**config.mk**
```make
export PLATFORM = sky130hd
export DESIGN_NAME = mwm_fifo
export DESIGN_NICKNAME = d
export VERILOG_FILES = /design/src/design/mwm_fifo.sv
export SDC_FILE = /design/constraint.sdc
export NUM_CORES = 1
export LEC_CHECK = 0
export BUFFER_PORTS_ARGS = -buffer_cell sky130_fd_sc_hd__buf_2
export CORE_ASPECT_RATIO = 1.2
export CORE_MARGIN = 2
export CORE_UTILIZATION = 50
export CTS_BUF_LIST = sky130_fd_sc_hd__clkbuf_16
export CTS_CLUSTER_DIAMETER = 40
export CTS_CLUSTER_SIZE = 20
export DETAILED_ROUTE_END_ITERATION = 7
export PLACE_DENSITY = 0.74
export SYNTH_ARGS = -nofsm -noshare
export SYNTH_HDL_FRONTEND = slang
export SYNTH_SLANG_ARGS = --single-unit
```
**constraint.sdc**
```tcl
create_clock -name clk -period 2.1 [get_ports clk]
set_input_delay 0.315 -clock clk [delete_from_list [all_inputs] [get_ports clk]]
set_output_delay 0.315 -clock clk [all_outputs]
set_load 0.1 [all_outputs]
```
**src/design/mwm_fifo.sv**
```systemverilog
// Small register queue between the front classifier and the arithmetic back end.
`timescale 1ns / 1ps
`default_nettype none
module mwm_fifo #(
	parameter int W     = 8,
	parameter int DEPTH = 4
) (
	input  logic         clk,
	input  logic         arst_n,
	input  logic         push_valid,
	output logic         push_ready,
	input  logic [W-1:0] push_data,
	output logic         pop_valid,
	input  logic         pop,
	output logic [W-1:0] pop_data
);
	localparam int PW = (DEPTH > 1) ? $clog2(DEPTH) : 1;
	localparam int CW = $clog2(DEPTH + 1);
	localparam logic [PW-1:0] LAST = PW'(DEPTH - 1);
	localparam logic [CW-1:0] FULL = CW'(DEPTH);

	logic [W-1:0]  mem_q [DEPTH];
	logic [PW-1:0] wr_q, rd_q;
	logic [CW-1:0] cnt_q;
	logic          do_push, do_pop;

	assign push_ready = cnt_q != FULL;
	assign pop_valid  = cnt_q != '0;
	assign pop_data   = mem_q[rd_q];
	assign do_push    = push_valid && push_ready;
	assign do_pop     = pop && pop_valid;

	always_ff @(posedge clk) begin
		if (do_push) mem_q[wr_q] <= push_data;
	end

	always_ff @(posedge clk or negedge arst_n) begin
		if (!arst_n) begin
			wr_q  <= '0;
			rd_q  <= '0;
			cnt_q <= '0;
		end else begin
			if (do_push) wr_q <= (wr_q == LAST) ? '0 : wr_q + PW'(1);
			if (do_pop) rd_q <= (rd_q == LAST) ? '0 : rd_q + PW'(1);
			if (do_push && !do_pop) cnt_q <= cnt_q + CW'(1);
			else if (do_pop && !do_push) cnt_q <= cnt_q - CW'(1);
		end
	end
endmodule
`default_nettype wire

```
Word level (Yosys, flattened, before mapping)
Memory sizes are Yosys's and may differ from the RTL's. Cells that the tools add are included.

Flip-flop bits (word level): 7. Bits in writable memories: 32. Bits of input ports: 12. Output and inout bits: 10. Logic and storage cells: 25. Memories kept: 1.

Add/subtract/negate cells: 4. Eq/ne operators: 3. Mux-type cells: 6. Reduce and logical (&&, ||, !) cells: 8.

Memories: mem_q (depth 4, bits a word 8, read ports 1, clocked after Yosys merged registers in 0, write ports 1, line 22) `logic [W-1:0] mem_q [DEPTH];`.

Operator list (number): $mux 3 (2); $add 2x1->2 const B (2); $eq 2x2->1 const B (2); $logic_and 1x1->1 (4); $mux 2 (2); $add 3x1->3 const B (1); $ne 3x3->1 const B (1); $reduce_bool 3->1 (1); $sub 3x1->3 const B (1); $logic_not 1->1 (2); $mux 1 (2); $reduce_bool 2->1 (1).

Depth between registers and ports, before layout
Gate-level depths: netlist of the first run.

Depth in word-level cells: 6. Depth in mapped cells: 8. Depth with buffers taken out: 8.

Worst setup path after synthesis of the first run
OpenSTA, ideal clock, no wires.

Path type: register to register. Start point: reg cnt_q[0]. End point: reg cnt_q[2]. Library setup time: 79 ps. Data arrival time: 2350 ps. Data required time: 2021 ps. Path slack: -329 ps. Stages on the path, launching flop included: 9. Clock period less this slack: 2429 ps. Path through: dfrtp_1 or3_2 nand2_1 ha_1 inv_1 fa_1 xor2_1 nor2_1 xor2_1.

Word-level cells in the longest chain between the ends: 5.

RTL lines: start, declared (line 24) `logic [CW-1:0] cnt_q;`; start signal, assigned (line 45) `if (do_push && !do_pop) cnt_q <= cnt_q + CW'(1);`; start signal, assigned (line 46) `else if (do_pop && !do_push) cnt_q <= cnt_q - CW'(1);`; $reduce_bool 3->1 * (line 28) `assign pop_valid = cnt_q != '0;`; net pop_valid (line 13) `output logic pop_valid,`; $logic_and 1x1->1 * (line 31) `assign do_pop = pop && pop_valid;`; $logic_not 1->1 (line 45); $logic_and 1x1->1 (line 45); $mux 3 or $reduce_bool 2->1 (tied branches).

Mark *: on every way through the listed nets, which the timed path passes. The rest lies on a longest branch. The select of a mux whose other input is x is not followed. A chain may end at the register's enable or synchronous reset.

Worst setup path in the final report of the first run
Start point: reg cnt_q[1]. End point: reg cnt_q[1].

Word-level cells in the longest chain between the ends: 5.

RTL lines: $ne 3x3->1 * (line 27) `assign push_ready = cnt_q != FULL;`; $logic_and 1x1->1 * (line 30) `assign do_push = push_valid && push_ready;`; net do_push (line 25) `logic do_push, do_pop;`; $logic_not 1->1 (line 46); $logic_and 1x1->1 (line 46); $reduce_bool 2->1 (no source line).

Marked as above.

==> impl_metrics.csv, run 1 <==
group,metric,value,unit
global_route,grt_pass1_wl,4220,microns
logic_synthesis,synth_cell_types,18,
critical_path,cp.arrival,2.21,ns
logic_synthesis,synthCells,78,
floorplan,core_area,3060,sq um
critical_path,path_cells,"or3b_4 -> and2_4 -> ha_4 -> inv_2 -> fa_1 -> mux2_2",
cts,cts_setup_buffers,0,
timing,setup_viol,0,
critical_path,crit_type,"reg2reg",
critical_path,cp.required,2.26,ns
timing,rsz0062_at_grt,"false",
floorplan,fp.dieW,55.5,microns
critical_path,start_kind,"flip-flop",
placed_design,routabilityCongestion,0.668,
timing,finClkSkew,0.00307,ns
job,max_cap_violations,0,
worst_hold_path,min_delay_path_depth,1,
logic_synthesis,syn_area_per_cell,20.4,sq um
worst_hold_path,min_path_type,"in2reg",
logic_synthesis,synth_top_flop_cell,"edfxtp_1",
cts,clkSinkCount,39,
cts,cts_tree,"built",
detailed_routing,firstDrtPassIters,4,
cts,worstSkewPairLatency,0.28,ns
detailed_routing,ant_nets,0,
logic_synthesis,synth_warnings,0,
critical_path,ff2ff_path_depth,6,
cells_and_area,multi_input_area,462,sq um
status,status,"completed",
cells_and_area,n_antenna_cell,0,
critical_path,slowest_stage,"or3b_4",
timing,drv_slew,0,
global_route,grt-ovfl-total,0,
floorplan,num_io_pins,22,
timing,finalCriticalPeriod,2.05,ns
detailed_routing,route.detailed.wl_per_inst,18.7,microns
logic_synthesis,ys_ff_latch,39,
floorplan,die_h,65.9,microns
floorplan,die_area,3660,sq um
cts,worst_setup_hold_path_clk_slew,0.06,ns
cells_and_area,filler_cell_count,207,
cts,clockBufferDepth,2,
timing,finalCritPeriodShare,0.975,
logic_synthesis,ys_seq_area_frac,0.713,
placed_design,portBuffers,21,
detailed_routing,wirelength,2660,microns
cells_and_area,regArea,1140,sq um
critical_path,cpPeakStageDelay,0.44,ns
cells_and_area,drive_above_1_share,0.500,
logic_synthesis,synth_edf_count,32,
placed_design,pre_cts_ws,0.0596,ns
detailed_routing,drt-initial-drc-count,2,
global_route,grt_pass1_vias,792,
timing,fmax,489,MHz
cells_and_area,nNetsFinal,124,
timing,max_slew.worst_pin.slew,0.493,ns
logic_synthesis,synth_nets,97,
detailed_routing,via_count,765,
cts,htree_num_levels,2,
timing,final_hold_viol_count,0,
cells_and_area,final_cell_mix,"32 x edfxtp_1, 21 x buf_2, 8 x mux4_2",
timing,finalWorstSetupSlack,0.0534,ns
critical_path,endpoint_kind,"flip-flop",
critical_path,critPathMaxFanout,6,
timing,max-slew-margin-rel,0.674,
cells_and_area,final_common_cell,"edfxtp_1",
global_route,grt_max_degree,13,
cts,cts_buffers,5,
floorplan,initial_core_util,0.522,
logic_synthesis,async_flop_share,0.179,
cts,root_buffer,"clkbuf_16",
global_route,antenna_found_initial,0,
detailed_routing,drc,0,
global_route,grt_use_total,0.172,
logic_synthesis,netlist_area,1590,sq um
detailed_routing,avgViaCountPerCell,5.39,
cells_and_area,area_growth,21.6,%
placed_design,hpwl,1750,microns
floorplan,row_count,22,
## path summary, 6_finish.rpt
kind	startpoint	end	slack, ns
min reg2reg	cnt_q[2]	cnt_q[2]	0.51
min	push_data[3]	mem_q[2][3]	0.26
min in group asynchronous	arst_n	wr_q[1]	0.40
max in group asynchronous	arst_n	rd_q[0]	1.52
max	cnt_q[1]	cnt_q[1]	0.05
max reg2reg	cnt_q[1]	cnt_q[1]	0.05
## metrics by stage
step | utilization | instance area (sq um) | setup TNS, ns | hold slack [ns] | instances
floorplan | - | 1610 | -0.0842 | 0.0194 | 78
global placement | 0.574 | 1750 | 0 | 0.156 | 133
detailed placement | 0.574 | 1750 | 0 | 0.162 | 133
CTS | 0.631 | 1930 | 0 | 0.254 | 142
global route | 0.634 | 1940 | 0 | 0.255 | 142
finish | 0.634 | 1940 | 0 | 0.255 | 142
## critical path, delay by kind of cell (launching register included)
kind / cells / cell delay [ns]
buffers and inverters: 1 / 0.05
muxes: 1 / 0.28
and+or+nand+nor: 2 / 0.62
DFF: 1 / 0.42
adders and majority gates: 2 / 0.57
## synthesized netlist by cell type, types with 2 or more instances
| library cell | instances | area, sq um |
|---|---|---|
| edfxtp_1 | 32 | 961 |
| mux4_2 | 8 | 180 |
| dfrtp_1 | 7 | 175 |
| ha_1 | 6 | 75.1 |
| and3_2 | 4 | 30.0 |
| inv_1 | 3 | 11.3 |
| mux2_2 | 3 | 33.8 |
| nor2_1 | 3 | 11.3 |
| mux2_4 | 2 | 30.0 |
| xor2_1 | 2 | 17.5 |
## routing by layer
metal / wire length [microns] / up-vias / track usage / part of all wire
met5: 0 / - / 0 / 0
met4: 74 / 0 / 0.101 / 0.028
met3: 107 / 5 / 0.0548 / 0.040
met2: 1430 / 18 / 0.302 / 0.54
met1: 1040 / 387 / 0.181 / 0.39
li1: - / 355 / - / -
## kinds of logic after synthesis
kind of cell / Yosys count / synth area share
flip-flops: 39 / 0.713
multiplexers: 13 / 0.153
XOR/XNOR: 3 / 0.0165
buffers and inverters: 5 / 0.0126
AND/OR/NAND/NOR: 11 / 0.0455
adder cells (fa/ha/maj): 7 / 0.0597
## area by class of cell
cell class	count	area share
flip-flops and latches	39	0.589
multi-input cells	34	0.238
clock buffers	5	0.0646
repair buffers	22	0.0594
well taps	36	0.0232
clock inverters	3	0.0200
inverters	3	0.00581
## registers in the layout, indices dropped and copies added, names as in the netlist
| name | flops |
|---|---|
| rd_q | 2 |
| wr_q | 2 |
| cnt_q | 3 |
| mem_q | 32 |
## repair_timing
item / 4_1_cts / 5_1_grt
gates resized for setup: 1 / 3
cloned: 0 / 0
endpoints found under the hold margin: 7 / 0
endpoints found under the setup margin: 8 / 3
hold buffers: 1 / 0
Power of run 1 is left out: the tool's default activity adds up to more than one toggle a clock period on the data nets, which glitch-free logic cannot reach.
==> run 2: changes to the inputs <==
Settings changed: PLACE_DENSITY 0.74 to 0.82.
==> run 2 against run 1 <==
Effect of this change: critical endpoint unchanged; non-clock buffer count is the same; highest routed layer unchanged; wire length is 4.4% lower; flip-flop and latch count is the same; clock skew increased by 0.0016 ns; first-iteration DRC count rose to 9.5 times the previous value; sequential share of layout area is 0.053 points lower.
==> impl_metrics.csv, run 2 (same netlist as run 1, synthesis figures left out) <==
group,metric,value,unit
global_route,grt_pass1_vias,885,
cells_and_area,final_cell_mix,"32 x edfxtp_1, 21 x buf_2, 8 x mux4_2",
cts,cts_buffers,5,
cells_and_area,top_regs,"mem_q (32), cnt_q (3)",
cells_and_area,n_antenna_cell,0,
timing,final_hold_viol_count,0,
job,max_cap_violations,0,
placed_design,hpwl,1770,microns
cells_and_area,area_growth,21.4,%
cells_and_area,nNetsFinal,124,
floorplan,fp.dieW,55.5,microns
cts,clkSinkCount,39,
detailed_routing,drt-initial-drc-count,19,
detailed_routing,firstDrtPassIters,4,
cells_and_area,drive_above_1_share,0.500,
status,status,"completed",
cells_and_area,fin_cells,142,
cts,clockBufferDepth,2,
placed_design,dp.cells,133,
detailed_routing,route.detailed.wl_per_inst,17.9,microns
global_route,grt_use_total,0.163,
detailed_routing,avgViaCountPerCell,5.49,
timing,max-slew-margin-rel,0.675,
timing,fin_setup_tns,0,ns
global_route,grt_pass1_wl,4220,microns
timing,finalCriticalPeriod,2.03,ns
detailed_routing,drc,0,
cts,root_buffer,"clkbuf_16",
critical_path,cp.required,2.26,ns
critical_path,crit_type,"reg2reg",
placed_design,pre_cts_ws,0.0456,ns
cts,cts_setup_buffers,0,
floorplan,core_area,3060,sq um
timing,drv_slew,0,
cts,cts_tree,"built",
detailed_routing,via_count,780,
cells_and_area,final_common_cell,"edfxtp_1",
global_route,grt_max_degree,13,
placed_design,routabilityCongestion,0.626,
cts,worst_setup_hold_path_clk_slew,0.06,ns
timing,whs,0.249,ns
detailed_routing,ant_nets,0,
cells_and_area,largest_reg_flops,32,
global_route,antenna_found_initial,0,
detailed_routing,wirelength,2540,microns
floorplan,initial_core_util,0.522,
critical_path,start_kind,"flip-flop",
timing,finalWorstSetupSlack,0.0716,ns
timing,setup_viol,0,
critical_path,cp.arrival,2.19,ns
critical_path,critPathMaxFanout,6,
timing,fmax,493,MHz
floorplan,num_io_pins,22,
critical_path,endpoint_kind,"flip-flop",
cells_and_area,largest-register,"mem_q",
placed_design,portBuffers,21,
timing,rsz0062_at_grt,"false",
timing,max_slew.worst_pin.slew,0.491,ns
floorplan,die_area,3660,sq um
cts,htree_num_levels,2,
worst_hold_path,min_path_type,"in2reg",
floorplan,row_count,22,
global_route,grt-ovfl-total,0,
floorplan,die_h,65.9,microns
timing,finClkSkew,0.00462,ns
timing,finalCritPeriodShare,0.966,
cts,worstSkewPairLatency,0.28,ns
-- run 2: per-stage QoR --
step,util,cell area (sq um)
3_5_place_dp,0.574,1750
2_1_floorplan,-,1610
6_report,0.633,1940
3_3_place_gp,0.574,1750
5_1_grt,0.633,1940
4_1_cts,0.631,1930
-- run 2: worst paths after layout --
check | from | to | slack, ns | cells past startpoint
max | cnt_q[1] | cnt_q[1] | 0.07 | 6
min | push_data[7] | mem_q[1][7] | 0.25 | 1
max reg2reg | cnt_q[1] | cnt_q[1] | 0.07 | 6
min reg2reg | cnt_q[0] | cnt_q[0] | 0.53 | 1
max in group asynchronous | arst_n | cnt_q[0] | 1.51 | 2
min in group asynchronous | arst_n | cnt_q[2] | 0.41 | 2
-- run 2: critical path: stages, from the launching register on --
cell	delay, ns
dfrtp_1	0.42
or3b_4	0.44
and2_4	0.18
ha_4	0.16
inv_2	0.04
fa_1	0.40
mux2_2	0.27
-- run 2: repair_timing --
item                                    in CTS  in global routing
resized for setup                            1                  2
endpoints found under the hold margin        7                  0
endpoints found under the setup margin       8                  1
hold buffers                                 1                  0
-- run 2: final cells by class --
type | count | area, sq um
clock buffers | 5 | 125
inverters | 3 | 11.3
clock inverters | 3 | 38.8
multi-input cells | 34 | 462
well taps | 36 | 45.0
flip-flops and latches | 39 | 1140
repair buffers | 22 | 115
fillers | 206 | 1120
-- run 2: layer usage --
| metal | track usage | share of wire | vias to the layer above | wire length (microns) |
|---|---|---|---|---|
| met5 | 0 | 0 | - | 0 |
| met4 | 0.0732 | 0.016 | 0 | 41 |
| met3 | 0.0665 | 0.060 | 5 | 152 |
| met2 | 0.277 | 0.52 | 25 | 1330 |
| met1 | 0.180 | 0.40 | 394 | 1020 |
| li1 | - | - | 356 | - |
Power of run 2 is left out for the same reason.
==> run 3: changes to the inputs <==
Settings changed: CORE_UTILIZATION 50 to 54, PLACE_DENSITY 0.82 to 0.84.
Clock period 2.1 ns to 2 ns, I/O delays scaled along.
==> run 3 against run 2 <==
Effect of this change: clock skew down 0.00098 ns; cell count is 4.2% higher; sequential share of layout area decreased by 1.1 points; maximum frequency increased by 3.2%; highest routed layer unchanged; design area up 1.6%.
==> impl_metrics.csv, run 3 (same netlist as run 1, synthesis figures left out) <==
group,metric,value,unit
status,status,"completed",
critical_path,critPathMaxFanout,4,
detailed_routing,drc,0,
critical_path,cp.required,2.16,ns
global_route,grt-ovfl-total,0,
cells_and_area,largest_reg_flops,32,
floorplan,core_area,2810,sq um
critical_path,crit_type,"reg2reg",
global_route,grt_use_total,0.177,
cts,worst_setup_hold_path_clk_slew,0.05,ns
critical_path,cpPeakStageDelay,0.41,ns
timing,finalWorstSetupSlack,0.0340,ns
detailed_routing,route.detailed.wl_per_inst,17.3,microns
timing,drv_slew,0,
global_route,grt_pass1_vias,855,
detailed_routing,avgViaCountPerCell,5.51,
job,max_cap_violations,0,
timing,rsz0062_at_grt,"true",
critical_path,slowest_stage,"dfrtp_1",
cts,root_buffer,"clkbuf_16",
global_route,antenna_found_initial,0,
timing,fin_setup_tns,0,ns
critical_path,path_cells,"or3b_4 -> and2_4 -> ha_4 -> inv_2 -> fa_2 -> mux2_2",
global_route,grt_max_degree,12,
timing,finClkSkew,0.00364,ns
placed_design,pre_cts_ws,0.0170,ns
detailed_routing,via_count,816,
cells_and_area,drive_above_1_share,0.518,
cts,clkSinkCount,39,
cts,htree_num_levels,2,
detailed_routing,drt-initial-drc-count,16,
timing,max-slew-margin-rel,0.673,
critical_path,cp.arrival,2.13,ns
worst_hold_path,min_path_type,"in2reg",
cells_and_area,top_regs,"mem_q (32), cnt_q (3)",
detailed_routing,ant_nets,0,
cells_and_area,area_growth,23.4,%
critical_path,endpoint_kind,"flip-flop",
timing,setup_viol,0,
cells_and_area,final_common_cell,"edfxtp_1",
global_route,grt_pass1_wl,4010,microns
timing,finalCriticalPeriod,1.97,ns
cts,cts_buffers,5,
timing,finalCritPeriodShare,0.983,
timing,final_hold_viol_count,0,
cells_and_area,largest-register,"mem_q",
cells_and_area,nNetsFinal,132,
critical_path,path_buf_inv,1,
detailed_routing,wirelength,2560,microns
cells_and_area,n_antenna_cell,0,
placed_design,routabilityCongestion,0.725,
floorplan,initial_core_util,0.567,
floorplan,fp.dieW,53.6,microns
floorplan,die_area,3400,sq um
detailed_routing,firstDrtPassIters,4,
critical_path,start_kind,"flip-flop",
cells_and_area,final_cell_mix,"32 x edfxtp_1, 21 x buf_2, 8 x mux4_2, 8 x buf_4, 7 x dfrtp_1",
placed_design,hpwl,1840,microns
floorplan,die_h,63.5,microns
timing,max_slew.worst_pin.slew,0.494,ns
cts,clockBufferDepth,2,
cts,worstSkewPairLatency,0.27,ns
placed_design,portBuffers,21,
floorplan,num_io_pins,22,
critical_path,path_delay_family,"simple AND/OR/NAND/NOR gates",
cts,cts_tree,"built",
timing,fmax,509,MHz
floorplan,row_count,21,
[run 3: cell types whose count changed in the layout (fill, tap and decap cells not counted), sizes merged]
cell    previous run  this run
buf               21        29
bufinv             1         0
clkinv             2         1
inv                3         5
[run 3: timing repair]
item | 4_1_cts | 5_1_grt
pin swaps | 0 | 4
setup endpoints to repair | 1 | 2
hold buffers | 1 | 0
gates resized for setup | 1 | 1
hold endpoints to repair | 7 | 0
buffers inserted | 0 | 4
[run 3: path summary, 6_finish.rpt]
kind                               from     endpoint  slack (ns)  depth (start not counted)
max in group asynchronous        arst_n      rd_q[0]        1.45                          2
min                        push_data[3]  mem_q[2][3]        0.24                          1
min in group asynchronous        arst_n     cnt_q[0]        0.39                          2
min reg2reg                    cnt_q[2]     cnt_q[2]        0.52                          1
max                            cnt_q[1]     cnt_q[1]        0.03                          6
max reg2reg                    cnt_q[1]     cnt_q[1]        0.03                          6
[run 3: worst register-to-register path, delay by kind of cell (launching register included)]
kind | cells | cell delay, ns
fa+ha+maj | 2 | 0.57
mux | 1 | 0.26
flops | 1 | 0.41
simple gates | 2 | 0.57
buf+inv | 1 | 0.05
[run 3: layout make-up]
cell class	count	area, sq um
Clock buffer	5	125
Fill cell	182	845
Timing Repair Buffer	30	175
Inverter	3	11.3
Clock inverter	3	12.5
Sequential cell	39	1140
Tap cell	34	42.5
Multi-Input combinational cell	34	464
[run 3: metrics by stage]
step	util	area [sq um]	hold WS (ns)	instances
after floorplan	-	1610	0.00441	78
after global placement	0.634	1780	0.138	135
after detailed placement	0.634	1780	0.148	135
after CTS	0.688	1930	0.241	144
after global routing	0.700	1970	0.240	148
final	0.700	1970	0.243	148
[run 3: metal layers]
| layer | global-route usage | share of wire | vias to the layer above |
|---|---|---|---|
| li1 | - | - | 377 |
| met1 | 0.193 | 0.40 | 413 |
| met2 | 0.298 | 0.54 | 19 |
| met3 | 0.0664 | 0.039 | 7 |
| met4 | 0.0769 | 0.020 | 0 |
| met5 | 0 | 0 | - |
Power of run 3 is left out for the same reason.
