`src/design/mwm_pkg.sv`:
```
// Shared types, constants and helper functions for the mecanum wheel mixer.
`timescale 1ns / 1ps
`default_nettype none
package mwm_pkg;

	localparam int FRAC_BITS_DEF = 14;
	localparam int CH_W          = 12;
	localparam int DB_W          = 9;
	localparam int SPD_W         = 10;
	localparam int WHEEL_W       = 11;
	localparam int IDX_W         = 2;
	localparam int CFG_W         = 12;
	localparam int FIFO_DEPTH    = 4;

	localparam logic [IDX_W-1:0] REG_STICK_CENTER = 2'd0;
	localparam logic [IDX_W-1:0] REG_DEADZONE     = 2'd1;
	localparam logic [IDX_W-1:0] REG_STICK_FULL   = 2'd2;
	localparam logic [IDX_W-1:0] REG_DRIVE_SCALE  = 2'd3;

	localparam logic [CH_W-1:0]  RST_STICK_CENTER = 12'd1500;
	localparam logic [DB_W-1:0]  RST_DEADZONE     = 9'd20;
	localparam logic [CH_W-1:0]  RST_STICK_FULL   = 12'd2000;
	localparam logic [SPD_W-1:0] RST_DRIVE_SCALE  = 10'd255;

	localparam logic [CH_W-1:0] GATE_MODE     = 12'd1900;
	localparam logic [CH_W-1:0] ROT_HIGH_EDGE = 12'd1650;
	localparam logic [CH_W-1:0] ROT_LOW_EDGE  = 12'd1350;
	localparam logic [CH_W-1:0] ROT_HIGH      = 12'd2000;
	localparam logic [CH_W-1:0] ROT_LOW       = 12'd1000;
	localparam logic [CH_W-1:0] ROT_MID       = 12'd1500;

	typedef struct packed {
		logic [CH_W-1:0]  center;
		logic [DB_W-1:0]  deadzone;
		logic [CH_W-1:0]  full;
		logic [SPD_W-1:0] drive_scale;
	} cfg_t;

	typedef struct packed {
		logic            sign;
		logic            zero;
		logic            sat;
		logic [CH_W-1:0] mag;
	} axis_t;

	typedef struct packed {
		logic            stop;
		axis_t           thr;
		axis_t           stf;
		axis_t           rot;
		logic [CH_W-1:0] span;
	} item_t;

	// floor(sqrt(2^(2*fb-1))), i.e. 1/sqrt2 in fb fraction bits
	function automatic longint unsigned half_root(input int fb);
		longint unsigned x;
		longint unsigned res;
		longint unsigned b;
		x   = 64'd1 << (2 * fb - 1);
		res = 64'd0;
		b   = 64'd1 << 62;
		for (int i = 0; i < 32; i++) begin
			if (x >= res + b) begin
				x   = x - (res + b);
				res = (res >> 1) + b;
			end else begin
				res = res >> 1;
			end
			b = b >> 2;
		end
		return res;
	endfunction

endpackage
`default_nettype wire

```
`src/design/mwm_front.sv`:
```
// Front end: takes input beats, applies the stop gate and pre-classifies each axis.
`timescale 1ns / 1ps
`default_nettype none
module mwm_front (
	input  logic           clk,
	input  logic           arst_n,
	input  mwm_pkg::cfg_t  cfg,
	input  logic           s_axis_tvalid,
	output logic           s_axis_tready,
	input  logic [47:0]    s_axis_tdata,  // throttle_raw, strafe_raw, rotate_raw, mode_raw
	input  logic           s_axis_tuser,  // link_ok
	output logic           item_valid,
	input  logic           item_ready,
	output mwm_pkg::item_t item
);
	import mwm_pkg::*;

	logic [CH_W-1:0] thr, stf, rot, mode, rq;
	logic signed [CH_W+1:0] span_w;
	logic            span_pos;
	item_t           nxt;
	item_t           item_q;
	logic            valid_q;

	function automatic axis_t classify(input logic [CH_W-1:0] raw, input logic [CH_W-1:0] c,
			input logic [DB_W-1:0] db, input logic pos, input logic [CH_W-1:0] span);
		logic signed [CH_W:0] v;
		logic [CH_W-1:0]      amag;
		logic [CH_W-1:0]      vs;
		axis_t                a;
		v      = $signed({1'b0, raw}) - $signed({1'b0, c});
		amag   = v[CH_W] ? CH_W'(-v) : v[CH_W-1:0];
		vs     = amag - CH_W'(db);
		a.sign = v[CH_W];
		a.zero = (amag < CH_W'(db)) || (vs == '0);
		a.sat  = !pos || (vs >= span);
		a.mag  = vs;
		return a;
	endfunction

	assign thr  = s_axis_tdata[11:0];
	assign stf  = s_axis_tdata[23:12];
	assign rot  = s_axis_tdata[35:24];
	assign mode = s_axis_tdata[47:36];

	always_comb begin
		if (rot > ROT_HIGH_EDGE) rq = ROT_HIGH;
		else if (rot < ROT_LOW_EDGE) rq = ROT_LOW;
		else rq = ROT_MID;
	end

	assign span_w   = $signed({2'b0, cfg.full}) - $signed({2'b0, cfg.center})
		- $signed({5'b0, cfg.deadzone});
	assign span_pos = !span_w[CH_W+1] && (span_w != '0);

	always_comb begin
		nxt.stop = !s_axis_tuser || (mode > GATE_MODE);
		nxt.thr  = classify(thr, cfg.center, cfg.deadzone, span_pos, span_w[CH_W-1:0]);
		nxt.stf  = classify(stf, cfg.center, cfg.deadzone, span_pos, span_w[CH_W-1:0]);
		nxt.rot  = classify(rq, cfg.center, cfg.deadzone, span_pos, span_w[CH_W-1:0]);
		nxt.span = span_w[CH_W-1:0];
	end

	assign s_axis_tready = !valid_q || item_ready;
	assign item_valid    = valid_q;
	assign item          = item_q;

	always_ff @(posedge clk or negedge arst_n) begin
		if (!arst_n) valid_q <= 1'b0;
		else if (s_axis_tready) valid_q <= s_axis_tvalid;
	end

	always_ff @(posedge clk) begin
		if (s_axis_tready && s_axis_tvalid) item_q <= nxt;
	end
endmodule
`default_nettype wire

```
`config.mk`:
```
export PLATFORM = sky130hd
export DESIGN_NAME = mwm_front
export DESIGN_NICKNAME = d
export VERILOG_FILES = /design/src/design/mwm_pkg.sv /design/src/design/mwm_front.sv
export SDC_FILE = /design/constraint.sdc
export NUM_CORES = 1
export LEC_CHECK = 0
export BUFFER_PORTS_ARGS = -buffer_cell sky130_fd_sc_hd__clkbuf_2
export CORE_ASPECT_RATIO = 1.1
export CORE_MARGIN = 2
export CORE_UTILIZATION = 48
export DETAILED_ROUTE_END_ITERATION = 7
export PLACE_DENSITY_LB_ADDON = 0.2
export SYNTH_ARGS = -nofsm -noshare
export SYNTH_HDL_FRONTEND = slang
export SYNTH_SLANG_ARGS = --single-unit
```
`constraint.sdc`:
```
create_clock -name clk -period 2.2 [get_ports clk]
set_input_delay 0 -clock clk [delete_from_list [all_inputs] [get_ports clk]]
set_output_delay 0 -clock clk [all_outputs]
set_load 0.01 [all_outputs]
```
# [Word-level counts from Yosys, hierarchy flattened]
# Index checks and enable logic that the tools add are counted.
[totals] inputBits=96 out_inout_bits=60 register_bits=59 wordCells=58
[op_classes] n_lt_le_gt_ge=9 addsub=11 reduce_logical=18 mux=5
[op_table] op="$sub 12x12->13" n=4
[op_table] op="$mux 12" n=4
[op_table] op="$ge 12x12->1" n=3
[op_table] op="$logic_not 12->1" n=3
[op_table] op="$lt 12x9->1" n=3
[op_table] op="$neg 12->12" n=3
[op_table] op="$sub 12x9->12" n=3
[op_table] op="$gt 12x11->1 const B" n=2
[op_table] op="$reduce_bool 14->1" n=1
[op_table] op="$sub 13x10->14" n=1
[op_table] op="$lt 12x11->1 const B" n=1
[op_table] op="$mux 11" n=1
[op_table] op="$logic_or 1x1->1" n=8
[op_table] op="$logic_not 1->1" n=4
[op_table] op="$logic_and 1x1->1" n=2

# [Depth between registers and ports, before layout]
# Gate-level depths: netlist (run 1).
[depth] ltp_word=9 mapped_depth=33 depth_no_buf=33

# [Worst setup path after synthesis (run 1)]
# No wires, ideal clock.
[synth_path] path_kind="input to register" start="input port s_axis_tdata[25]" end="register item_q (netlist bit item[24]) (data pin)" setup_ns=0.265 path_buffers=0 stages=31 arrival_ns=5.407 required_time_ns=1.935 slack_ns=-3.472 path_cell_list="a2111o_1 -> a21o_1 -> a21o_1 -> a21oi_1 -> inv_1 -> nand2_1 -> inv_1 -> ha_1 -> a21o_1 -> a21oi_2 -> o2111ai_1 -> a21oi_2 -> o22ai_1 -> inv_1 -> nand2_1 -> xnor2_1 -> ha_1 -> nor2b_1 -> o21a_1 -> o31ai_1 -> a21oi_1 -> a21o_1 -> a21oi_1 -> nand3_1 -> xor2_1 -> ha_1 -> a21oi_1 -> nand2_1 -> a211o_1 -> a21oi_1 -> o21ai_0"
[synth_rtl] item="start, declared" line="mwm_front.sv:10" text="input logic [47:0] s_axis_tdata,"
[synth_rtl] item="end signal, assigned" line="mwm_front.sv:74" text="if (s_axis_tready && s_axis_tvalid) item_q <= nxt;"
[synth_rtl] item="end, declared" line="mwm_front.sv:22" text="item_t item_q;"

==> out/results.ini, run 1 <==
[run_status]
outcome=finished with violations
failed_checks=negative setup slack

[grt]
grt_use_met1=0.385
global_route.usage.total=0.364
global_route_wire_length_before_repair_um=46300
grt_use_met2=0.641
overflow=0
first_global_vias=9398
most_crowded_layer_after_global_routing=met2
grt_antenna_before_repair=2
grt_start_max_net_pins=36
grt_util_met3=0.0604

[sta]
max_slew.worst_pin.slew_ns=1.02
timing.final.hold_violations=0
finalCritPeriodShare=2.52
achievable-frequency_ghz=0.180
grt_setup_unrepaired=true
slew_headroom=0.314
setup_total_negative_slack_ns=-71.08
skew_ns=0.0188
timing.final.crit_period_ns=5.55
timing.final.setup_violations=49
final_critical_path_setup_slack_ns=-3.35
timing_max_transition_violations_final=0

[power_and_ir_drop]
total_leakage_power_nw=6.35
swShare=0.451
cell_internal_pwr_w=0.00831
pwr-share-clk=0.100
powerDensity_mw_per_mm2=1130
combPwrFrac=0.783
seq_power_share=0.117
ir_drop_mv=0.605
power.net_switching_w=0.00682

[clocking]
ctsRootBufferMaster=sky130_fd_sc_hd__clkbuf_16
cts.sinks=59
worst_setup_hold_path_clk_slew_ns=0.07
htree_levels=3
cts-buffers-inserted=9
clk-insertion-delay-late_ns=0.36
cts_tree=yes
maximum_root_to_sink_buffer_count=2

[worst_setup_path]
worst-r2r-setup-slack_ns=0.62
path_max_fanout=5
required_ns=2.28
worstSetupPathDepth=28
crit_slowest_cell=sky130_fd_sc_hd__a31oi_1
timing.critical_path.mode_cell=sky130_fd_sc_hd__buf_4
cell_family_with_the_largest_share_of_critical_path_delay=compound AO/OA/AOI/OAI gates
startpoint_type=primary input
worst_setup_path_end_kind=register
critical_path_class=in2reg
critical_path_arrival_ns=5.63
worst_r2r_path_depth=3
crit_path_max_incr_delay_ns=0.66
worstPathBufferInverterCount=7

[drt]
routed_wirelength_um=39600
route.detailed.vias_per_inst=6.51
wl_per_cell_um=25.0
routed-via-count=10300
drt-initial-drc-count=1331
drt_drc_violations_left=0
detail-route-antenna-nets=0
drt_pass1_iterations=7

[finish]
layout-area-overhead-vs-synth_pct=80.0
fillers=618
nets=1602
post_route_cells_drive_above_1_share=0.557
final_cell_mix=sky130_fd_sc_hd__buf_4, sky130_fd_sc_hd__clkbuf_2, sky130_fd_sc_hd__ha_1, sky130_fd_sc_hd__buf_6, sky130_fd_sc_hd__edfxtp_1
post_route_design_area_sq_mm=0.0134
leading_cell_type_in_the_layout_fill_and_taps_excluded=sky130_fd_sc_hd__buf_4

[min_path]
path_category_of_the_worst_min_delay_check=in2reg
hold-path-cell-count=5

[yosys]
synthDistinctLibCells=69
ys_dominant_reg_cell=sky130_fd_sc_hd__edfxtp_1
synth_seq_cells=59
number_of_synthesis_warnings=0
postSynth.asyncResetShare=0.0169
synth.cell_area_sq_mm=0.00743
ys_seq_area_frac=0.238
mappedNetlistNets=1057
post_synth.cell_area_avg_sq_um=8.89
synth_edf_count=58
synthesis.instances=836

[die]
die_y_um=134
floorplan.initialDensity=0.492
ios=156
die_width_um=123
placement_rows=47
die_area_sq_mm=0.0165
core_region_area_sq_mm=0.0151

[placement]
placed_cell_area_sq_mm=0.0110
dp.final_hpwl_um=19300
portBuffers=145
gp_congestion=0.936

[run]
maxCapViolations=0

## area by class of cell
type,instances,area [sq um],area share
repair buffers,545,4070,0.304
well taps,196,245,0.0183
clock buffers,10,229,0.0171
clock inverters,4,67.6,0.00505
inverters,77,298,0.0223
multi-input cells,689,6700,0.501
diodes,3,7.51,0.000561
flip-flops and latches,59,1770,0.132
## power groups by stage
| stage | combinational (W) | sequential (W) | clock [W] |
|---|---|---|---|
| final | 0.0119 | 0.00177 | 0.00152 |
| after floorplan | 0.00386 | 0.00190 | 0 |
| after global routing | 0.0122 | 0.00179 | 0.00154 |
| after global placement | 0.00706 | 0.00176 | 0 |
| after detailed placement | 0.00727 | 0.00177 | 0 |
| after CTS | 0.00878 | 0.00175 | 0.00145 |
## sequential cells by signal, summed over array words and instances, names as in the netlist
signal	cells
item_valid	1
item	58
## worst reg2reg max path: stages (launching register included)
cell and delay (ns):
sky130_fd_sc_hd__dfrtp_1 0.37, sky130_fd_sc_hd__nand2b_1 0.13, sky130_fd_sc_hd__and2_2 0.46, sky130_fd_sc_hd__buf_12 0.28
## cell families after synthesis
logic type	synth area share
AO/OA/AOI/OAI	0.233
XOR/XNOR	0.100
adder cells (fa/ha/maj)	0.218
buffers and inverters	0.0460
flip-flops	0.238
multiplexers	0.00404
AND/OR/NAND/NOR	0.161
## repair_timing
| action | in CTS | in global routing |
|---|---|---|
| hold buffers | 6 | 0 |
| pin swaps | 61 | 64 |
| hold endpoints to repair | 3 | 0 |
| buffers inserted | 49 | 49 |
| setup endpoints to repair | 47 | 50 |
| resized for setup | 166 | 137 |
## through the flow
stage | utilization | setup slack [ns] | hold WS, ns | power [W] | instances
floorplan | - | -2.97 | -0.296 | 0.00576 | 836
global placement | 0.730 | -3.09 | -0.225 | 0.00882 | 1491
detailed placement | 0.730 | -3.20 | -0.223 | 0.00904 | 1491
CTS | 0.826 | -2.71 | 0.264 | 0.0120 | 1552
global route | 0.884 | -3.40 | 0.320 | 0.0156 | 1580
finish | 0.885 | -3.35 | 0.305 | 0.0151 | 1583
## metal layers
layer,vias to the layer above,wire (um)
li1,4187,-
met1,4655,12800
met2,1005,17300
met3,465,4710
met4,0,4850
met5,-,0
## path summary, 6_finish.rpt
check | from | endpoint
min in group asynchronous | arst_n | item_valid
worst max-delay path | s_axis_tdata[25] | item[24]
worst min register to register | item_valid | item[52]
worst max register to register | item_valid | item[1]
worst min-delay path | cfg[42] | item[26]
max in group asynchronous | arst_n | item_valid
## cell usage after synthesis, drive strengths merged (13+ instances only)
library cell    n  area [sq um]
nor3           22           115
a21oi          50           262
nor2b          19           119
o211ai         13          97.6
nand3          20           100
a21o           31           240
nand2          39           146
edfxtp         58          1740
o21ai          47           235
o21a           27           203
nand2b         15          93.8
inv            77           289
ha            118          1480
nor2           59           221
xor2           28           245
xnor2          55           500
a211oi         16           130
No activity file was read; power rests on OpenSTA's default activity.
==> run 2: changes to the inputs <==
- SKIP_CTS_REPAIR_TIMING: default -> 1
==> out/results.ini, run 2 (synthesis gave the netlist of run 1 again) <==
[sta]
finalCritPeriodShare=2.41
timing.final.setup_violations=49
final_critical_path_setup_slack_ns=-3.10
achievable-frequency_ghz=0.189
skew_ns=0.00881
timing.final.hold_violations=2
setup_total_negative_slack_ns=-67.25
max_slew.worst_pin.slew_ns=0.808
timing.final.crit_period_ns=5.30
hold_worst_slack_ns=-0.0282
grt_setup_unrepaired=true
slew_headroom=0.455
timing_max_transition_violations_final=0

[worst_setup_path]
timing.critical_path.mode_cell=sky130_fd_sc_hd__a21oi_2
critical_path_arrival_ns=5.38
r2r-start=item_valid
worst_r2r_path_depth=3
crit_path_max_incr_delay_ns=0.40
r2r-end=item[2]
cell_family_with_the_largest_share_of_critical_path_delay=compound AO/OA/AOI/OAI gates
worst_setup_path_end_kind=register
worstPathBufferInverterCount=4
critical_path_class=in2reg
path_max_fanout=4
worst-r2r-setup-slack_ns=0.65
worst_setup_path_startpoint=s_axis_tdata[25]
crit_slowest_cell=sky130_fd_sc_hd__a2111o_1
required_ns=2.28
worstSetupPathDepth=32
worstSetupEndpoint=item[24]
startpoint_type=primary input

[grt]
global_route_wire_length_before_repair_um=35500
grt_start_max_net_pins=36
overflow=0
first_global_vias=7792
grt_antenna_before_repair=0
global_route.usage.total=0.276

[clocking]
cts.sinks=59
maximum_root_to_sink_buffer_count=2
clk-insertion-delay-late_ns=0.34
ctsRootBufferMaster=sky130_fd_sc_hd__clkbuf_16
cts-buffers-inserted=9
htree_levels=3
worst_setup_hold_path_clk_slew_ns=0.05
cts_tree=yes

[die]
die_y_um=134
die_area_sq_mm=0.0165
die_width_um=123
floorplan.initialDensity=0.492
ios=156
placement_rows=47
core_region_area_sq_mm=0.0151

[drt]
drt-initial-drc-count=812
drt_pass1_iterations=8
routed-via-count=9033
routed_wirelength_um=30000
detail-route-antenna-nets=0
route.detailed.vias_per_inst=5.84
drt_drc_violations_left=0
wl_per_cell_um=19.4

[placement]
dp_cells=1491
gp_congestion=0.936
placed_cell_area_sq_mm=0.0110
portBuffers=145
dp.final_hpwl_um=19300

[finish]
final_cell_mix=sky130_fd_sc_hd__buf_4, sky130_fd_sc_hd__clkbuf_2, sky130_fd_sc_hd__ha_1, sky130_fd_sc_hd__inv_1, sky130_fd_sc_hd__edfxtp_1
nets=1570
layout-area-overhead-vs-synth_pct=70.2
post_route_cells_drive_above_1_share=0.529
final_cells=1548
leading_cell_type_in_the_layout_fill_and_taps_excluded=sky130_fd_sc_hd__buf_4
post_route_design_area_sq_mm=0.0126
number_of_flip_flops_under_the_largest_register_name=58
n_antenna_cell=0

[power_and_ir_drop]
total_leakage_power_nw=6.10
powerDensity_mw_per_mm2=1020
ir_drop_mv=0.533

[min_path]
path_category_of_the_worst_min_delay_check=in2async

[run_status]
outcome=finished with violations
failed_checks=negative hold slack, negative setup slack

[run]
maxCapViolations=0

run 2: changes by cell type in the layout (fill, tap and decap cells not counted), sizes merged:
cell / delta
buf: -30
diode: -3
dlygate4sd3: -2
run 2: worst min path at each step:
stage                      end   start  slack, ns  cells after the start
floorplan           item_valid  arst_n      -0.30                      0
global placement    item_valid  arst_n      -0.23                      1
detailed placement  item_valid  arst_n      -0.22                      1
CTS                 item_valid  arst_n      -0.57                      1
global route        item_valid  arst_n     -0.007                      2
finish              item_valid  arst_n      -0.03                      2
run 2: through the flow:
| stage | setup slack, ns | hold slack [ns] | utilization | power (W) |
|---|---|---|---|---|
| 2_1_floorplan | -2.97 | -0.296 | - | 0.00576 |
| 3_3_place_gp | -3.09 | -0.225 | 0.730 | 0.00882 |
| 3_5_place_dp | -3.20 | -0.223 | 0.730 | 0.00904 |
| 4_1_cts | -2.94 | -0.571 | 0.750 | 0.0106 |
| 5_1_grt | -3.33 | -0.00729 | 0.837 | 0.0135 |
| 6_report | -3.10 | -0.0282 | 0.837 | 0.0129 |
run 2: metal layers:
layer,GRT usage,wire [um],vias up
met5,0,0,-
met4,0.151,2120,0
li1,-,-,4108
met2,0.494,14700,571
met1,0.321,11100,4184
met3,0.0291,2060,170
run 2: area by class of cell:
class                   count  area, sq um
clock buffers              10          229
multi-input cells         689         6340
well taps                 196          245
fillers                   805         2460
clock inverters             4         67.6
flip-flops and latches     59         1770
repair buffers            513         3700
inverters                  77          295
run 2: report_power, final:
group | switching, W | leakage, nW | total [W] | internal, W
clock network | 0.000495 | 0.143 | 0.00146 | 0.000970
logic | 0.00483 | 5.40 | 0.00969 | 0.00486
registers | 0.0000744 | 0.559 | 0.00175 | 0.00168
total | 0.00540 | 6.10 | 0.0129 | 0.00751
==> run 3: changes to the inputs <==
--- a/config.mk
+++ b/config.mk
@@ -7,2 +7,3 @@
 export LEC_CHECK = 0
+export ABC_AREA = 1
 export BUFFER_PORTS_ARGS = -buffer_cell sky130_fd_sc_hd__clkbuf_2
--- a/constraint.sdc
+++ b/constraint.sdc
@@ -3,2 +3,2 @@
 set_output_delay 0 -clock clk [all_outputs]
-set_load 0.01 [all_outputs]
+set_load 0.02 [all_outputs]
==> out/results.ini, run 3 <==
[worst_setup_path]
critical_path_class=in2reg
required_ns=2.28
worst_setup_path_end_kind=register
timing.critical_path.mode_cell=sky130_fd_sc_hd__nand2_2
worst-r2r-setup-slack_ns=0.91
r2r-end=item[11]
path_max_fanout=5
startpoint_type=primary input
r2r-start=item_valid
crit_path_max_incr_delay_ns=0.32
crit_slowest_cell=sky130_fd_sc_hd__a2111oi_4
critical_path_arrival_ns=4.54
worst_r2r_path_depth=2

[drt]
routed-via-count=10500
detail-route-antenna-nets=0
drt_pass1_iterations=8
routed_wirelength_um=35200
drt_drc_violations_left=6
wl_per_cell_um=18.9
drt-initial-drc-count=818
route.detailed.vias_per_inst=5.66

[yosys]
mappedNetlistNets=1342
post_synth.cell_area_avg_sq_um=7.08
postSynth.asyncResetShare=0.0169
synthDistinctLibCells=46
synth_seq_cells=59
synthesis.instances=1121
ys_seq_area_frac=0.223
synth_most_common_cell=sky130_fd_sc_hd__nand2_1
synth_top_area_cell=sky130_fd_sc_hd__edfxtp_1
synth.top_cell.area_share=0.220
synth.cell_area_sq_mm=0.00793
synth_top_cells_by_count=sky130_fd_sc_hd__nand2_1, sky130_fd_sc_hd__inv_1, sky130_fd_sc_hd__ha_1
number_of_synthesis_warnings=0
ys_dominant_reg_cell=sky130_fd_sc_hd__edfxtp_1
synth_edf_count=58
netlist_top_cells_area=sky130_fd_sc_hd__edfxtp_1, sky130_fd_sc_hd__ha_1, sky130_fd_sc_hd__nand2_1

[min_path]
worst_hold_startpoint=item_ready
hold-path-cell-count=4
worst_hold_path.endpoint=item_valid
path_category_of_the_worst_min_delay_check=in2reg

[power_and_ir_drop]
cell_internal_pwr_w=0.00762
powerDensity_mw_per_mm2=993
pwr-share-clk=0.108
swShare=0.453
combPwrFrac=0.769
ir_drop_mv=0.606
seq_power_share=0.123
power.net_switching_w=0.00631
total_leakage_power_nw=7.17

[finish]
final_cell_mix=sky130_fd_sc_hd__buf_4, sky130_fd_sc_hd__nand2_1, sky130_fd_sc_hd__inv_1, sky130_fd_sc_hd__clkbuf_2, sky130_fd_sc_hd__ha_1
n_antenna_cell=0
utilization=0.863
nets=1870
leading_cell_type_in_the_layout_fill_and_taps_excluded=sky130_fd_sc_hd__buf_4
area_taken_by_multi_input_logic_gates_sq_mm=0.00699
layout-area-overhead-vs-synth_pct=76.9
fillers=783
number_of_flip_flops_under_the_largest_register_name=58
regArea_sq_mm=0.00177
final_cells=1858
post_route_cells_drive_above_1_share=0.527

[sta]
timing.final.hold_violations=0
achievable-frequency_ghz=0.224
finalCritPeriodShare=2.03
slew_headroom=0.721
hold_worst_slack_ns=0.00301
skew_ns=0.0105
setup_total_negative_slack_ns=-45.41
final_critical_path_setup_slack_ns=-2.26
max_slew.worst_pin.slew_ns=0.417
grt_setup_unrepaired=true
timing.final.crit_period_ns=4.46
timing_max_transition_violations_final=0
timing.final.setup_violations=48

[clocking]
maximum_root_to_sink_buffer_count=2
cts-buffers-inserted=9
clk-insertion-delay-late_ns=0.35
ctsRootBufferMaster=sky130_fd_sc_hd__clkbuf_16
cts.sinks=59
worst_setup_hold_path_clk_slew_ns=0.06
htree_levels=3
cts_tree=yes

[placement]
portBuffers=145
gp_congestion=0.898
dp.final_hpwl_um=20200
dp_cells=1775

[run]
maxCapViolations=0

[die]
die_y_um=139
die_width_um=127
floorplan.initialDensity=0.488
die_area_sq_mm=0.0176
core_region_area_sq_mm=0.0162
ios=156
placement_rows=49

[grt]
global_route.usage.total=0.267
overflow=0
grt_start_max_net_pins=59
grt_antenna_before_repair=0
first_global_vias=8364
global_route_wire_length_before_repair_um=38300

[run_status]
outcome=finished with violations
failed_checks=design-rule violations, negative setup slack

[run 3: layout make-up]
type                            count  share of cell area
Inverter                          213              0.0596
Multi-Input combinational cell    847               0.499
Tap cell                          204              0.0182
Sequential cell                    59               0.126
Clock inverter                      5             0.00553
Timing Repair Buffer              519               0.276
Clock buffer                       11              0.0166
[run 3: critical path, delay by kind of cell]
| kind | cells | cell delay, ns |
|---|---|---|
| compound gates | 6 | 1.08 |
| xor+xnor | 2 | 0.42 |
| fa+ha+maj | 3 | 0.82 |
| buf+inv | 6 | 0.53 |
| simple gates | 18 | 1.66 |
[run 3: layer usage]
layer	GRT usage	up-vias	part of all wire
li1	-	4734	-
met1	0.339	4798	0.36
met2	0.466	720	0.48
met3	0.0251	262	0.079
met4	0.103	0	0.081
met5	0	-	0
[run 3: worst max-delay path by stage]
stage / slack [ns] / end / from / cells past startpoint
floorplan: -1.98 / item[24] / s_axis_tdata[25] / 33
global placement: -2.34 / item[24] / s_axis_tdata[25] / 32
detailed placement: -2.52 / item[24] / s_axis_tdata[25] / 32
CTS: -2.18 / item[24] / s_axis_tdata[25] / 32
global route: -2.51 / item[24] / s_axis_tdata[26] / 34
finish: -2.26 / item[24] / s_axis_tdata[26] / 35
[run 3: through the flow]
step | setup slack [ns] | total power (W) | area, sq um
after detailed placement | -2.52 | 0.00909 | 11600
after CTS | -2.18 | 0.0107 | 11900
after global routing | -2.51 | 0.0145 | 14000
final | -2.26 | 0.0139 | 14000
after global placement | -2.34 | 0.00880 | 11600
after floorplan | -1.98 | 0.00592 | 8300
[run 3: cells by family after synthesis]
kind of cell,Yosys count,share of synthesized area
AND/OR/NAND/NOR,513,0.291
XOR/XNOR,66,0.0738
buffers and inverters,215,0.103
AO/OA/AOI/OAI,143,0.105
adder cells (fa/ha/maj),125,0.204
flip-flops,59,0.223
[run 3: power groups by stage]
| stage | Combinational (W) | Sequential, W | Clock (W) |
|---|---|---|---|
| floorplan | 0.00388 | 0.00204 | 0 |
| global placement | 0.00707 | 0.00173 | 0 |
| detailed placement | 0.00735 | 0.00173 | 0 |
| CTS | 0.00747 | 0.00171 | 0.00150 |
| global route | 0.0113 | 0.00173 | 0.00154 |
| finish | 0.0107 | 0.00171 | 0.00151 |
